==> config.mk <==
export PLATFORM = sky130hd
export DESIGN_NAME = infix_to_postfix_converter
export DESIGN_NICKNAME = d
export VERILOG_FILES = /design/src/rtl/itp_pkg.sv /design/src/rtl/infix_to_postfix_converter.sv /design/src/rtl/itp_ram.sv /design/src/rtl/itp_datapath.sv /design/src/rtl/itp_ctrl.sv
export SDC_FILE = /design/constraint.sdc
export NUM_CORES = 1
export LEC_CHECK = 0
export BUFFER_PORTS_ARGS = -buffer_cell sky130_fd_sc_hd__buf_2
export CORE_UTILIZATION = 62
export CTS_CLUSTER_SIZE = 28
export DETAILED_ROUTE_END_ITERATION = 10
export PLACE_DENSITY_LB_ADDON = 0.08
export SKIP_LAST_GASP = 1
export SYNTH_ARGS = -nofsm -noshare
export SYNTH_HDL_FRONTEND = slang
export SYNTH_SLANG_ARGS = --single-unit
==> constraint.sdc <==
create_clock -name clk_i -period 5.85 [get_ports clk_i]
set_clock_uncertainty 0.1 [all_clocks]
set_input_delay 0.2925 -clock clk_i [delete_from_list [all_inputs] [get_ports clk_i]]
set_output_delay 0.2925 -clock clk_i [all_outputs]
set_load 0.005 [all_outputs]
==> src/rtl/itp_pkg.sv <==
// Shared types, character codes and decode functions for the infix to postfix converter.
package itp_pkg;

  // Character codes
  localparam logic [7:0] CH_CARET  = 8'h5E;  // '^'
  localparam logic [7:0] CH_STAR   = 8'h2A;  // '*'
  localparam logic [7:0] CH_SLASH  = 8'h2F;  // '/'
  localparam logic [7:0] CH_PLUS   = 8'h2B;  // '+'
  localparam logic [7:0] CH_MINUS  = 8'h2D;  // '-'
  localparam logic [7:0] CH_LPAREN = 8'h28;  // '('
  localparam logic [7:0] CH_RPAREN = 8'h29;  // ')'
  localparam logic [7:0] CH_NUL    = 8'h00;

  typedef struct packed {
    logic [7:0] in_char;
    logic       in_end;
  } itp_in_t;

  typedef struct packed {
    logic [7:0] out_char;
    logic       out_char_valid;
    logic       out_last;
    logic       out_error;
  } itp_out_t;

  typedef enum logic [2:0] {
    CLS_IGNORE,
    CLS_ALNUM,
    CLS_LPAREN,
    CLS_RPAREN,
    CLS_OPER
  } itp_class_e;

  typedef enum logic [1:0] {
    SEL_CHAR,
    SEL_TOP,
    SEL_MARK
  } itp_sel_e;

  typedef enum logic [2:0] {
    ST_IDLE,
    ST_CHAR,
    ST_OPEN,
    ST_CLOSE,
    ST_OPER,
    ST_FLUSH
  } itp_state_e;

  // Controller to datapath
  typedef struct packed {
    logic     load;
    logic     push;
    logic     pop;
    logic     set_err;
    logic     emit;
    itp_sel_e emit_sel;
    logic     last;
  } itp_cmd_t;

  // Datapath to controller
  typedef struct packed {
    itp_class_e in_class;
    logic       in_end;
    logic       end_item;
    logic       empty;
    logic       full;
    logic       top_lparen;
    logic       top_pops;
    logic       open_zero;
    logic       np_none;
    logic       np_one;
    logic       out_free;
  } itp_sts_t;

  // Operator precedence; 0 for anything that is not an operator
  function automatic logic [1:0] prec_of(input logic [7:0] ch);
    logic [1:0] p;
    p = 2'd0;
    if (ch == CH_CARET) p = 2'd3;
    else if (ch == CH_STAR || ch == CH_SLASH) p = 2'd2;
    else if (ch == CH_PLUS || ch == CH_MINUS) p = 2'd1;
    return p;
  endfunction

  function automatic itp_class_e class_of(input logic [7:0] ch);
    itp_class_e c;
    c = CLS_IGNORE;
    if ((ch >= 8'h61 && ch <= 8'h7A) || (ch >= 8'h41 && ch <= 8'h5A) ||
        (ch >= 8'h30 && ch <= 8'h39)) c = CLS_ALNUM;
    else if (ch == CH_LPAREN) c = CLS_LPAREN;
    else if (ch == CH_RPAREN) c = CLS_RPAREN;
    else if (prec_of(ch) != 2'd0) c = CLS_OPER;
    return c;
  endfunction

endpackage

==> src/rtl/infix_to_postfix_converter.sv <==
// Top level of the shunting-yard infix to postfix converter.
//
// Converts an infix expression, one ASCII character per input transaction, to
// postfix form, one character per output transaction. Letters and digits go
// straight out; '(' and the operators ^ * / + - are held on an operator stack
// of STACK_DEPTH entries (^ binds tightest, + - loosest, all left-associative);
// ')' unwinds to its '('. An input with in_end set flushes the stack and the
// final output transaction of the expression carries out_last; if the
// end item emitted nothing, a single empty end marker (out_char_valid low)
// is sent. Other characters are ignored. Stack overflow or an unmatched ')'
// raise out_error, which stays set on every later output until reset.
// Timing: one item is worked at a time. It is accepted in the idle state, then
// passes through its work state, which pops operators one at a time and waits
// while the output side stalls; an end item then passes through the flush
// state, which drains the stack. An ignored character without in_end has no
// work state. The next item is accepted once the controller is idle again.
// The pop rate of one per cycle, while the output side does not stall, is set
// by the stack: the top entry lives in a register and the entry beneath it is
// read ahead from a single RAM with registered read. The stack needs no
// clearing pass after reset. A finished output waits in an output register, so
// the input side goes on taking items while it waits to be taken; only an item
// with a transaction of its own to send stalls until the register is free.
module infix_to_postfix_converter #(
  parameter int STACK_DEPTH = 16
) (
  input  logic              clk_i,
  input  logic              rst_ni,
  input  logic              in_valid_i,
  output logic              in_ready_o,
  input  itp_pkg::itp_in_t  in_data_i,
  output logic              out_valid_o,
  input  logic              out_ready_i,
  output itp_pkg::itp_out_t out_data_o
);
  import itp_pkg::*;

  itp_cmd_t cmd;
  itp_sts_t sts;

  // sequencing
  itp_ctrl u_ctrl (
    .clk_i      (clk_i),
    .rst_ni     (rst_ni),
    .in_valid_i (in_valid_i),
    .in_ready_o (in_ready_o),
    .sts_i      (sts),
    .cmd_o      (cmd)
  );

  // stack, item and output registers
  itp_datapath #(
    .STACK_DEPTH (STACK_DEPTH)
  ) u_datapath (
    .clk_i       (clk_i),
    .rst_ni      (rst_ni),
    .cmd_i       (cmd),
    .sts_o       (sts),
    .in_data_i   (in_data_i),
    .out_ready_i (out_ready_i),
    .out_valid_o (out_valid_o),
    .out_data_o  (out_data_o)
  );

`ifndef SYNTHESIS
  // an empty marker is only ever the end of an expression
  a_marker_is_last: assert property (@(posedge clk_i) disable iff (!rst_ni)
    out_valid_o && !out_data_o.out_char_valid |-> out_data_o.out_last)
    else $error("empty marker without out_last");

  // never push onto a full stack
  a_no_push_full: assert property (@(posedge clk_i) disable iff (!rst_ni)
    cmd.push |-> !sts.full)
    else $error("push on full stack");

  // never overwrite an output transaction that has not been taken
  a_emit_free: assert property (@(posedge clk_i) disable iff (!rst_ni)
    cmd.emit |-> sts.out_free)
    else $error("output register overrun");

  // push and pop are exclusive, and nothing pops an empty stack
  a_stack_ops: assert property (@(posedge clk_i) disable iff (!rst_ni)
    cmd.pop |-> !cmd.push && !sts.empty)
    else $error("illegal stack operation");
`endif

endmodule

==> src/rtl/itp_ram.sv <==
// Generic single-port-write, single-port-read RAM with registered read data.
module itp_ram #(
  parameter int WIDTH = 8,
  parameter int DEPTH = 16
) (
  input  logic                     clk_i,
  input  logic                     we_i,
  input  logic [$clog2(DEPTH)-1:0] waddr_i,
  input  logic [WIDTH-1:0]         wdata_i,
  input  logic [$clog2(DEPTH)-1:0] raddr_i,
  output logic [WIDTH-1:0]         rdata_o
);

  logic [WIDTH-1:0] mem [DEPTH];
  logic [WIDTH-1:0] rdata_q;

  always_ff @(posedge clk_i) begin
    if (we_i) begin
      mem[waddr_i] <= wdata_i;
    end
    rdata_q <= mem[raddr_i];
  end

  assign rdata_o = rdata_q;

endmodule

==> src/rtl/itp_datapath.sv <==
// Datapath: item registers, operator stack (top register plus RAM), output register.
module itp_datapath #(
  parameter int STACK_DEPTH = 16
) (
  input  logic              clk_i,
  input  logic              rst_ni,
  input  itp_pkg::itp_cmd_t cmd_i,
  output itp_pkg::itp_sts_t sts_o,
  input  itp_pkg::itp_in_t  in_data_i,
  input  logic              out_ready_i,
  output logic              out_valid_o,
  output itp_pkg::itp_out_t out_data_o
);
  import itp_pkg::*;

  localparam int AW = $clog2(STACK_DEPTH);
  localparam int CW = $clog2(STACK_DEPTH + 1);

  logic [7:0]    char_q;
  logic          end_q;
  logic [CW-1:0] count_q, count_d;
  logic [CW-1:0] open_q, open_d;
  logic          error_q, error_d;
  logic [7:0]    top_q, top_d;
  logic [7:0]    byp_q;
  logic          byp_sel_q;
  logic [7:0]    below;
  logic [7:0]    ram_rdata;
  logic [CW-1:0] cnt_m1, cnt_d_m2, np_cnt;
  logic [AW-1:0] raddr;
  logic          out_valid_q, out_valid_d;
  itp_out_t      out_q, out_d;

  // entry under the top: RAM data, or the value just written on a push
  assign below = byp_sel_q ? byp_q : ram_rdata;

  always_comb begin
    count_d = count_q;
    open_d  = open_q;
    top_d   = top_q;
    error_d = error_q | cmd_i.set_err;
    if (cmd_i.push) begin
      count_d = count_q + CW'(1);
      top_d   = char_q;
      if (char_q == CH_LPAREN) open_d = open_q + CW'(1);
    end else if (cmd_i.pop) begin
      count_d = count_q - CW'(1);
      top_d   = below;
      if (top_q == CH_LPAREN) open_d = open_q - CW'(1);
    end
  end

  assign cnt_m1   = count_q - CW'(1);
  assign cnt_d_m2 = count_d - CW'(2);
  assign raddr    = (count_d >= CW'(2)) ? cnt_d_m2[AW-1:0] : '0;

  itp_ram #(
    .WIDTH (8),
    .DEPTH (STACK_DEPTH)
  ) u_stack_ram (
    .clk_i   (clk_i),
    .we_i    (cmd_i.push && (count_q != '0)),
    .waddr_i (cnt_m1[AW-1:0]),
    .wdata_i (top_q),
    .raddr_i (raddr),
    .rdata_o (ram_rdata)
  );

  always_ff @(posedge clk_i or negedge rst_ni) begin
    if (!rst_ni) begin
      count_q     <= '0;
      open_q      <= '0;
      error_q     <= 1'b0;
      byp_sel_q   <= 1'b0;
      out_valid_q <= 1'b0;
    end else begin
      count_q     <= count_d;
      open_q      <= open_d;
      error_q     <= error_d;
      byp_sel_q   <= cmd_i.push;
      out_valid_q <= out_valid_d;
    end
  end

  always_ff @(posedge clk_i) begin
    top_q <= top_d;
    if (cmd_i.push) begin
      byp_q <= top_q;
    end
    if (cmd_i.load) begin
      char_q <= in_data_i.in_char;
      end_q  <= in_data_i.in_end;
    end
    if (cmd_i.emit) begin
      out_q <= out_d;
    end
  end

  // output register
  always_comb begin
    out_d.out_char_valid = (cmd_i.emit_sel != SEL_MARK);
    out_d.out_last       = cmd_i.last;
    out_d.out_error      = error_d;
    unique case (cmd_i.emit_sel)
      SEL_CHAR: out_d.out_char = char_q;
      SEL_TOP:  out_d.out_char = top_q;
      default:  out_d.out_char = CH_NUL;
    endcase
  end

  always_comb begin
    out_valid_d = out_valid_q;
    if (cmd_i.emit) out_valid_d = 1'b1;
    else if (out_ready_i) out_valid_d = 1'b0;
  end

  assign out_valid_o = out_valid_q;
  assign out_data_o  = out_q;

  // status
  assign np_cnt = count_q - open_q;

  always_comb begin
    sts_o.in_class   = class_of(in_data_i.in_char);
    sts_o.in_end     = in_data_i.in_end;
    sts_o.end_item   = end_q;
    sts_o.empty      = (count_q == '0);
    sts_o.full       = (count_q == CW'(STACK_DEPTH));
    sts_o.top_lparen = (top_q == CH_LPAREN);
    sts_o.top_pops   = (count_q != '0) && (prec_of(top_q) >= prec_of(char_q));
    sts_o.open_zero  = (open_q == '0);
    sts_o.np_none    = (np_cnt == '0);
    sts_o.np_one     = (np_cnt == CW'(1));
    sts_o.out_free   = !out_valid_q || out_ready_i;
  end

endmodule

==> src/rtl/itp_ctrl.sv <==
// Controller: state machine sequencing pushes, pops and emissions for one item.
module itp_ctrl (
  input  logic              clk_i,
  input  logic              rst_ni,
  input  logic              in_valid_i,
  output logic              in_ready_o,
  input  itp_pkg::itp_sts_t sts_i,
  output itp_pkg::itp_cmd_t cmd_o
);
  import itp_pkg::*;

  itp_state_e state_q, state_d;
  logic       emitted_q, emitted_d;
  itp_state_e done_st;

  assign in_ready_o = (state_q == ST_IDLE);
  assign done_st    = sts_i.end_item ? ST_FLUSH : ST_IDLE;

  // next state
  always_comb begin
    state_d = state_q;
    unique case (state_q)
      ST_IDLE: begin
        if (in_valid_i) begin
          unique case (sts_i.in_class)
            CLS_ALNUM:  state_d = ST_CHAR;
            CLS_LPAREN: state_d = ST_OPEN;
            CLS_RPAREN: state_d = ST_CLOSE;
            CLS_OPER:   state_d = ST_OPER;
            default:    state_d = sts_i.in_end ? ST_FLUSH : ST_IDLE;
          endcase
        end
      end
      ST_CHAR: begin
        if (sts_i.out_free) state_d = done_st;
      end
      ST_OPEN: state_d = done_st;
      ST_CLOSE: begin
        if (sts_i.empty || sts_i.top_lparen) state_d = done_st;
      end
      ST_OPER: begin
        if (!sts_i.top_pops) state_d = done_st;
      end
      ST_FLUSH: begin
        if (sts_i.empty && (emitted_q || sts_i.out_free)) state_d = ST_IDLE;
      end
      default: state_d = ST_IDLE;
    endcase
  end

  // commands
  always_comb begin
    cmd_o = '{load: 1'b0, push: 1'b0, pop: 1'b0, set_err: 1'b0, emit: 1'b0,
              emit_sel: SEL_TOP, last: 1'b0};
    unique case (state_q)
      ST_IDLE: cmd_o.load = in_valid_i;
      ST_CHAR: begin
        cmd_o.emit_sel = SEL_CHAR;
        cmd_o.emit     = sts_i.out_free;
        cmd_o.last     = sts_i.end_item && sts_i.np_none;
      end
      ST_OPEN: begin
        cmd_o.set_err = sts_i.full;
        cmd_o.push    = !sts_i.full;
      end
      ST_CLOSE: begin
        cmd_o.set_err = sts_i.open_zero;
        if (!sts_i.empty) begin
          if (sts_i.top_lparen) begin
            cmd_o.pop = 1'b1;
          end else if (sts_i.out_free) begin
            cmd_o.pop  = 1'b1;
            cmd_o.emit = 1'b1;
            cmd_o.last = sts_i.end_item && sts_i.np_one;
          end
        end
      end
      ST_OPER: begin
        if (sts_i.top_pops) begin
          cmd_o.pop  = sts_i.out_free;
          cmd_o.emit = sts_i.out_free;
        end else begin
          cmd_o.set_err = sts_i.full;
          cmd_o.push    = !sts_i.full;
        end
      end
      ST_FLUSH: begin
        if (sts_i.empty) begin
          // nothing emitted for this item: empty end marker
          if (!emitted_q && sts_i.out_free) begin
            cmd_o.emit     = 1'b1;
            cmd_o.emit_sel = SEL_MARK;
            cmd_o.last     = 1'b1;
          end
        end else if (sts_i.top_lparen) begin
          cmd_o.pop = 1'b1;
        end else if (sts_i.out_free) begin
          cmd_o.pop  = 1'b1;
          cmd_o.emit = 1'b1;
          cmd_o.last = sts_i.np_one;
        end
      end
      default: ;
    endcase
  end

  assign emitted_d = cmd_o.load ? 1'b0 : (emitted_q | cmd_o.emit);

  always_ff @(posedge clk_i or negedge rst_ni) begin
    if (!rst_ni) begin
      state_q   <= ST_IDLE;
      emitted_q <= 1'b0;
    end else begin
      state_q   <= state_d;
      emitted_q <= emitted_d;
    end
  end

endmodule

[Word level (Yosys, flattened, before mapping)]
Memory sizes are Yosys's and may differ from the RTL's. A register that Yosys moved wholly into a read port is not among the register bits.
Index checks and enable logic that the tools add are counted.
Operators by class
  add/subtract/negate cells: 6
  order comparisons: 8
  equality and inequality tests: 38
  multiplexer cells: 65
  bitwise logic cells: 2
  reductions and logical operators: 36
Operator list (number)
  equality test 8 x 6 -> 1 bit, second input constant: 16
  2-to-1 mux 3 bit: 11
  2-to-1 mux 5 bit: 6
  equality test 8 x 7 -> 1 bit, second input constant: 3
  2-to-1 mux 1 bit: 24
  2-to-1 mux 8 bit: 3
  2-to-1 mux 2 bit: 10
  one-hot mux 3 bit (6 select lines): 1
  greater-or-equal comparator 8 x 7 -> 1 bit, second input constant: 2
  <= comparator 8 x 7 -> 1 bit, second input constant: 2
  one-hot mux 8 bit (2 select lines): 1
  logical NOT 5 bit: 3
  equality test 3 x 2 -> 1 bit, second input constant: 4
  one-hot mux 3 bit (4 select lines): 1
  logical OR 1 bit: 11
  adder 5 x 1 -> 5 bit, second input constant: 2
  subtractor 5 x 1 -> 5 bit, second input constant: 2
  equality test 3 bit, second input constant: 3
  logical AND 1 bit: 9
  greater-or-equal comparator 8 x 6 -> 1 bit, second input constant: 1
  <= comparator 8 x 6 -> 1 bit, second input constant: 1
  2-to-1 mux 4 bit: 2
  inequality test 2 bit, second input constant: 4
  nonzero test 2 bit: 4
  21 further kinds: 29
Storage, ports and cells
  flip-flop bits (word level): 53
  bits in writable memories: 128
  input bits: 13
  output and inout port bits: 13
  word-level logic and storage cells: 171
  memories: 1
Memories
  u_datapath.u_stack_ram.mem: words 16, bits a word 8, read ports 1, clocked after memory_dff 1, write ports 1, RTL line itp_ram.sv:14  | logic [WIDTH-1:0] mem [DEPTH];

[Longest topological paths before layout]
Gate-level depths: netlist (run 1).
  word-level depth: 17
  gate-level depth with buffers: 22
  gate-level depth less buffers: 20

[Modules after synthesis]
Synthesis (run 1) repeated with hierarchy kept, for this count alone.
Second synthesis, totals
  cells, all modules: 545
  area, all modules: 8424.3 um2
By module, submodules not included
  itp_ram: instances 1, cells an instance 229, area an instance 5147.4 um2, seq. area each 4003.8 um2
  itp_datapath: instances 1, cells an instance 252, area an instance 2781.4 um2, seq. area each 1406.3 um2
  itp_ctrl: instances 1, cells an instance 64, area an instance 495.5 um2, seq. area each 100.1 um2

[Worst setup path after synthesis (run 1)]
OpenSTA, ideal clock, no wires.
  path kind: register to register
  from: register u_datapath.top_q[4]
  to: register u_datapath.u_stack_ram.rdata_q[1] (netlist: u_datapath.u_stack_ram.rdata_o[1]) (read register of u_datapath.u_stack_ram.mem)
  library setup time: 132 ps
  data arrival time: 4479 ps
  data required time: 5618 ps
  setup slack: 1139 ps
  cell stages (with the launch flop): 23
  path buffers: 2
  period minus slack after synthesis: 4711 ps
  cells stage by stage: edfxtp_1 nor4b_1 and2_1 mux2_2 nand2_1 o21ai_0 nand2_1 ha_1 nand2b_1 a211oi_1 o21ai_2 inv_2 clkbuf_1 mux2i_1 o21ai_1 inv_1 ha_1 and3_4 a31oi_4 buf_2 o211ai_1 a32oi_1 mux2i_1
On the way
  word-level cells in the longest chain between the ends: 13
  elaborated cells between the ends (all ways): 24
  those cells by class: add/sub: 1; order compare: 2; eq/ne: 6; mux: 12; reduce/logical: 3
Ends and longest elaborated chain
  from (decl): RTL line itp_datapath.sv:24  | logic [7:0] top_q, top_d;
  from (signal assigned): RTL line itp_datapath.sv:86  | top_q <= top_d;
  equality test 8 x 6 -> 1 bit: RTL line itp_pkg.sv:81  | else if (ch == CH_PLUS || ch == CH_MINUS) p = 2'd1;
  logical OR 1 bit: RTL line itp_pkg.sv:81
  2-to-1 mux 1 bit: RTL line itp_pkg.sv:81
  2-to-1 mux 2 bit: RTL line itp_pkg.sv:80  | else if (ch == CH_STAR || ch == CH_SLASH) p = 2'd2;
  2-to-1 mux 2 bit: RTL line itp_pkg.sv:79  | if (ch == CH_CARET) p = 2'd3;
  greater-or-equal comparator 2 bit: RTL line itp_datapath.sv:130  | sts_o.top_pops = (count_q != '0) && (prec_of(top_q) >= prec_of(char_q));
  logical AND 1 bit: RTL line itp_datapath.sv:130
  2-to-1 mux 1 bit: RTL line itp_ctrl.sv:79  | if (sts_i.top_pops) begin
  one-hot mux 1 bit (2 select lines): RTL line itp_ctrl.sv:55  | unique case (state_q)
  2-to-1 mux 5 bit: RTL line itp_datapath.sv:46  | end else if (cmd_i.pop) begin
  2-to-1 mux 5 bit (*): RTL line itp_datapath.sv:42  | if (cmd_i.push) begin
  via u_datapath.count_d[1]: RTL line itp_datapath.sv:21  | logic [CW-1:0] count_q, count_d;
  subtractor 4 x 2 -> 4 bit or greater-or-equal comparator 5 x 2 -> 1 bit (tied branches): RTL line itp_datapath.sv:54, itp_datapath.sv:55
  2-to-1 mux 4 bit (*): RTL line itp_datapath.sv:55  | assign raddr = (count_d >= CW'(2)) ? cnt_d_m2[AW-1:0] : '0;
  to (decl): RTL line itp_ram.sv:15  | logic [WIDTH-1:0] rdata_q;
Mark *: on every way through the listed nets, which the timed path passes. The rest lies on a longest branch.
A chain may end at the register's enable or synchronous reset.

[Worst setup path in the final report (run 1)]
  from: register u_datapath.top_q[7]
  to: register u_datapath.u_stack_ram.rdata_q[1] (netlist: u_datapath.u_stack_ram.rdata_o[1]) (read register of u_datapath.u_stack_ram.mem)
On the way
  word-level cells in the longest chain between the ends: 13
  elaborated cells between the ends (all ways): 24
  those cells by class: add/sub: 1; order compare: 2; eq/ne: 6; mux: 12; reduce/logical: 3
Ends and longest elaborated chain (RTL line)
  equality test 8 x 6 -> 1 bit: itp_pkg.sv:81
  logical OR 1 bit: itp_pkg.sv:81
  2-to-1 mux 1 bit: itp_pkg.sv:81
  2-to-1 mux 2 bit: itp_pkg.sv:80
  2-to-1 mux 2 bit: itp_pkg.sv:79
  greater-or-equal comparator 2 bit: itp_datapath.sv:130
  logical AND 1 bit: itp_datapath.sv:130
  2-to-1 mux 1 bit: itp_ctrl.sv:79
  one-hot mux 1 bit (2 select lines): itp_ctrl.sv:55
  2-to-1 mux 5 bit: itp_datapath.sv:46
  2-to-1 mux 5 bit (*): itp_datapath.sv:42
  subtractor 4 x 2 -> 4 bit or greater-or-equal comparator 5 x 2 -> 1 bit (tied branches): itp_datapath.sv:54, itp_datapath.sv:55
  2-to-1 mux 4 bit (*): itp_datapath.sv:55
Every way passes the cells marked *; elsewhere a longest branch is shown, timed or not.

==> run summary, run 1 <==
Tmin final: 5.529 ns
Post-DRT Antenna Nets: 0
power per standard cell area: 648.4 nW/um^2
Hold WC Path Type: primary input to flip-flop
area delta synth->final: 10.44%
Diodes inserted: 0
root buffer cell: clkbuf_16
Total GRT Usage: 31.44%
post-synthesis cell count: 745
Seq/Total Area, Yosys: 61.90%
Leak Pwr: 3.523 nW
Synth top area share: 55.32%
layout cells sized above 1: 12.10%
Hold Fails Final Rpt: 0
top_reg_cell synth: edfxtp_1
clock sink count: 189
EDFF count, synth: 164
Synth cell types: 66
port buffer count: 25
Synth area leaders: edfxtp_1, nand2_1, dfrtp_1, o311ai_1, o211ai_1
Seq cells post-synth: 189
first-pass GRT wire length: 34.14 mm
via count: 6329
CP Capture Type: flip-flop
Least-Margin Pin Slew: 1.120 ns
Resized Gates After CTS: 0
drt first pass iters: 5
Mapped Nets: 775
global-route met3 utilization: 5.056%
commonest non-fill, non-tap cell in the layout: edfxtp_1
nets: 802
CTS Buf Count: 17
Routed WL per cell: 22.61 microns
Setup Buffers After CTS: 0
Setup WS pre-CTS: 0.4437 ns
Final TNS setup: 0 ns
worst skew pair latency: 0.45 ns
ys async rst share: 8.995%
met1 Use GR: 43.12%
Final Cycle Share: 94.51%
DP HPWL: 14.30 mm
site row count: 43
Max clock buf depth: 2
Residual DRC: 0
Yosys top cell by area: edfxtp_1
grt total ovfl: 0
Core ar.: 13930 sq um
Slew HR: 24.77%
worst path arrival time: 5.74 ns
most frequent cells in the layout: edfxtp_1, nand2_1, inv_1
largest family of logic cells by synthesized area: compound AO/OA/AOI/OAI gates
clock slew at reported path FFs: 0.07 ns
Fill cells: 976
compound-cell area share of the yosys netlist: 15.42%
CP Max Fanout: 32
chip height: 121.8 microns
Layout Utilization: 70.56%
Slew Limit Fails: 0
DRT iter0 DRCs: 835
Final setup viols: 0
CTS tree: built
xor and xnor area share after synthesis: 1.279%
CP Class: flip-flop to flip-flop
chip width: 121.8 microns
Fin Hold WS: 0.03535 ns
Peak VDD IR: 0.3362 mV
simple-gate share of the synthesized area: 11.68%
grt met2 use: 50.25%
Max-cap violations: 0
Avg Cell Area, Syn: 11.95 sq um
DIE AREA: 14840 sq um
Cell Area, Synth: 8902 sq um
post-route setup slack: 0.3209 ns
initial core utilization: 63.89%
H-Tree Depth: 4
vias in the first global route: 6128
I/O Pins: 26
mux cell area share after synthesis: 2.375%
largest net degree at the start of global routing: 34
Placer Congestion: 0.9168
Via density: 6.559
GR peak layer: met2
RSZ-0062 raised after global routing: false
Req. time, crit path: 6.06 ns
achievable frequency: 180.9 MHz
Synth warnings: 0
initial antenna violation count: 0
status: complete, no violations
Total Power: 6.375 mW
Detailed Route WL: 21.82 mm
Post-Synth Adder-Cell Area: 2.558%
crit start category: flip-flop
==> path summary, 6_finish.rpt <==
path	start	to	slack, ns	cells after the start
max	u_datapath.top_q[7]	u_datapath.u_stack_ram.rdata_o[1]	0.32	19
min	in_valid_i	u_ctrl.state_q[1]	0.04	3
max reg2reg	u_datapath.top_q[7]	u_datapath.u_stack_ram.rdata_o[1]	0.32	19
min reg2reg	u_datapath.error_q	u_datapath.error_q	0.39	1
max in group asynchronous	rst_ni	u_datapath.count_q[1]	5.13	2
min in group asynchronous	rst_ni	u_datapath.byp_sel_q	0.21	2
==> cell usage after synthesis, types with 3 or more instances <==
| library cell | instances |
|---|---|
| o21ai_0 | 20 |
| xnor2_1 | 7 |
| o211ai_1 | 33 |
| nor3b_1 | 3 |
| nor4b_1 | 6 |
| buf_4 | 6 |
| xor2_1 | 6 |
| a21oi_1 | 25 |
| buf_2 | 14 |
| ha_1 | 15 |
| a31oi_1 | 17 |
| dfxtp_1 | 8 |
| a32oi_1 | 16 |
| o2111ai_1 | 3 |
| inv_1 | 47 |
| clkbuf_1 | 18 |
| nand2_1 | 126 |
| a21o_1 | 6 |
| nand3_1 | 26 |
| nor2b_1 | 7 |
| edfxtp_1 | 164 |
| dfrtp_1 | 17 |
| buf_6 | 5 |
| nor3_1 | 10 |
| nor2_1 | 35 |
| mux2i_1 | 20 |
| o311ai_1 | 29 |
| o311ai_0 | 3 |
| nand2b_1 | 3 |
==> through the flow <==
| step | cell area, sq um | instances |
|---|---|---|
| detailed placement | 9138 | 923 |
| finish | 9832 | 965 |
| floorplan | 8902 | 745 |
| CTS | 9832 | 965 |
| global route | 9832 | 965 |
| global placement | 9138 | 923 |
==> logic make-up after synthesis <==
| logic type | Yosys count |
|---|---|
| AOI/OAI and AO/OA | 180 |
| xor gates and xnor gates | 13 |
| adders and majority gates | 17 |
| buffers and inverters | 93 |
| DFF | 189 |
| muxes | 21 |
| and+or+nand+nor | 232 |
==> metal layers <==
metal	up-vias	share of wire, %
met3	46	7.7
met5	-	0
met4	0	2.8
met1	3074	42
li1	2871	-
met2	338	48
==> registers in the layout, summed over array words and instances, names as in the netlist <==
signal	cells
u_datapath.u_stack_ram.mem	128
u_datapath.out_data_o	11
u_datapath.byp_sel_q	1
u_ctrl.state_q	3
u_datapath.char_q	8
u_datapath.out_valid_o	1
u_datapath.error_q	1
u_ctrl.emitted_q	1
u_datapath.open_q	5
u_datapath.byp_q	8
u_datapath.top_q	8
u_datapath.count_q	5
u_datapath.u_stack_ram.rdata_o	8
u_datapath.end_q	1
==> cell type report <==
type                            instances  area, sq um  share of cell area, %
Sequential cell                       189         5510                  56.04
Multi-Input combinational cell        463         2965                  30.16
Clock buffer                           17        425.4                  4.327
Timing Repair Buffer                   52        352.8                  3.589
Tap cell                              180        225.2                  2.291
Inverter                               49        183.9                  1.871
Clock inverter                         15        168.9                  1.718
==> worst max-delay path, cell delays in order, from the launching register on <==
cell and delay (ns):
edfxtp_1 0.40, nor4b_1 0.64, and2_1 0.26, mux2_2 0.16, nand2_1 0.05, o21ai_0 0.07
nand2_1 0.08, ha_1 0.32, nand2b_1 0.11, a211oi_1 0.11, o21ai_2 0.49, inv_2 0.17
a32o_2 0.33, or2_2 0.31, ha_1 0.21, and3_4 0.18, a31oi_4 0.74, o211ai_1 0.19
a32oi_1 0.34, mux2i_1 0.12
==> report_power, final <==
part	internal (mW)	total [mW]	switching, mW
combinational	1.03	3.13	2.10
clock	0.610	1.16	0.549
sequential	1.86	2.08	0.219
==> timing repair <==
item,in CTS,in global routing
hold buffers,10,0
endpoints found under the setup margin,0,2
hold endpoints to repair,26,0
(Power assumes the default switching activity.)
==> run 2: changes to the inputs <==
Settings changed: CORE_UTILIZATION 62 to 36.
==> run 2 against run 1 <==
Effect of this change: non-clock buffer count unchanged; sequential share of layout area is 0.95 points lower; register-to-register slack better by 0.41 ns; core utilization decreased by 29 points; critical endpoint unchanged; combinational power barely moved.
==> run summary, run 2 (same netlist as run 1, synthesis figures left out) <==
status: complete, no violations
Resized Gates After CTS: 0 (unchanged)
Fin Hold WS: 0.02093 ns (-0.01441 ns)
Reg-to-Reg Start: u_datapath.top_q[0]
Hold Fails Final Rpt: 0 (unchanged)
Layout Cells excl Fill: 1109 (+15%)
Placer Congestion: 0.8200 (-11%)
CP Max Fanout: 33 (+3.1%)
Final setup viols: 0 (unchanged)
first-pass GRT wire length: 37.23 mm (+9.1%)
initial core utilization: 36.61% (-27 points)
Slew HR: 22.91% (-1.9 points)
Total GRT Usage: 19.61% (-12 points)
vias in the first global route: 6255 (+2.1%)
Slew Limit Fails: 0 (unchanged)
DP HPWL: 16.02 mm (+12%)
Worst R2R Setup Slack: 0.73 ns (+0.41 ns)
Detailed Route WL: 24.06 mm (+10%)
Layout Utilization: 41.12% (-29 points)
Routed WL per cell: 21.70 microns (-4.0%)
Residual DRC: 0 (unchanged)
DIE AREA: 25360 sq um (+71%)
worst path arrival time: 5.31 ns (-0.43 ns)
Leak Pwr: 3.505 nW (-0.51%)
root buffer cell: clkbuf_16
Multi-input gate area: 2972 sq um (+0.21%)
RSZ-0062 raised after global routing: false
initial antenna violation count: 0 (unchanged)
CP Class: flip-flop to flip-flop
Tmin final: 5.118 ns (-0.4112 ns)
grt total ovfl: 0 (unchanged)
crit start category: flip-flop
CTS Buf Count: 17 (unchanged)
Max clock buf depth: 2 (unchanged)
chip width: 159.3 microns (+31%)
CTS tree: built
Fill cells: 2339 (+140%)
placed insts: 1068 (+16%)
Post-DRT Antenna Nets: 0 (unchanged)
Critical Path Source: u_datapath.top_q[0]
commonest non-fill, non-tap cell in the layout: edfxtp_1
Core ar.: 24320 sq um (+75%)
Top reg by flops: u_datapath.u_stack_ram.mem
Hold WC Path Type: primary input to flip-flop
most frequent cells in the layout: edfxtp_1, nand2_1, inv_1
site row count: 57 (+33%)
CP Capture Type: flip-flop
Req. time, crit path: 6.04 ns (-0.02 ns)
chip height: 159.3 microns (+31%)
Via density: 5.520 (-16%)
register area: 5510 sq um (unchanged)
Final TNS setup: 0 ns (unchanged)
Least-Margin Pin Slew: 1.148 ns (+0.02774 ns)
layout cells sized above 1: 12.10% (unchanged)
port buffer count: 25 (unchanged)
reg2reg end: u_datapath.u_stack_ram.rdata_o[1]
worst skew pair latency: 0.43 ns (-0.02 ns)
nets: 802 (unchanged)
I/O Pins: 26 (unchanged)
FF-to-FF path depth: 20 (+1)
H-Tree Depth: 4 (unchanged)
Worst Setup EP: u_datapath.u_stack_ram.rdata_o[1]
Final Cycle Share: 87.49% (-7.0 points)
area delta synth->final: 12.34%
DRT iter0 DRCs: 532 (-36%)
clock slew at reported path FFs: 0.08 ns (about the same)
Max-cap violations: 0 (unchanged)
Peak VDD IR: 0.4708 mV (+40%)
Diodes inserted: 0 (unchanged)
power per standard cell area: 636.1 nW/um^2 (-1.9%)
max reg flops: 128 (unchanged)
largest net degree at the start of global routing: 34 (unchanged)
clock sink count: 189 (unchanged)
via count: 6122 (-3.3%)
achievable frequency: 195.4 MHz (+8.0%)
drt first pass iters: 5 (unchanged)
run 2: metrics by stage:
stage               power (mW)  area (sq um)  setup slack [ns]
floorplan                4.272          8902             1.139
global placement         5.209          9331            0.8758
detailed placement       5.256          9331            0.7636
CTS                      6.406         10000            0.7007
global route             6.778         10000            0.3736
finish                   6.361         10000            0.7321
run 2: final cells by class:
type | count | share of cell area, %
clock buffers | 18 | 4.291
clock inverters | 14 | 1.501
inverters | 49 | 1.839
multi-input cells | 463 | 29.71
flip-flops and latches | 189 | 55.10
well taps | 324 | 4.054
repair buffers | 52 | 3.503
run 2: how the worst min path moves through the flow:
stage | cells after the start | slack [ns] | endpoint | startpoint
after floorplan | 0 | -0.10 | u_ctrl.emitted_q | rst_ni
after global placement | 1 | 0.16 | u_ctrl.state_q[2] | rst_ni
after detailed placement | 1 | 0.18 | u_ctrl.state_q[0] | rst_ni
after CTS | 1 | 0.002 | u_datapath.char_q[2] | in_data_i[3]
after global routing | 1 | 0.006 | u_datapath.char_q[2] | in_data_i[3]
final | 1 | 0.02 | u_datapath.char_q[2] | in_data_i[3]
run 2: repair_timing:
item | in CTS | in global routing
endpoints found under the hold margin | 25 | 0
setup buffers | 0 | 0
hold buffers | 9 | 0
run 2: metal layers:
metal | track usage [%] | up-vias | part of all wire, %
met1 | 26.00 | 3103 | 45
met5 | 0 | - | 0
li1 | - | 2861 | -
met2 | 32.87 | 132 | 49
met4 | 6.119 | 0 | 2.0
met3 | 3.204 | 26 | 3.3
run 2: report_power, final:
group	total [mW]	leakage, nW	switching (mW)	internal (mW)
Combinational	3.15	1.46	2.10	1.04
Clock	1.13	0.276	0.560	0.571
Sequential	2.08	1.77	0.219	1.86
Total	6.36	3.50	2.88	3.48
run 2: worst max-delay path, cell delays in order, from the launching register on:
cell and delay [ns]:
edfxtp_1 0.79, nor2_1 0.10, and4b_1 0.22, mux2_2 0.26
nand2_1 0.06, o21ai_0 0.08, nand2_1 0.08, ha_1 0.22
nand2b_1 0.15, a211oi_1 0.35, o21ai_2 0.24, inv_2 0.17
buf_4 0.31, nor3_1 0.08, or2_1 0.26, buf_4 0.27
a31oi_4 0.18, buf_4 0.37, o211ai_1 0.19, a32oi_1 0.33
mux2i_1 0.14
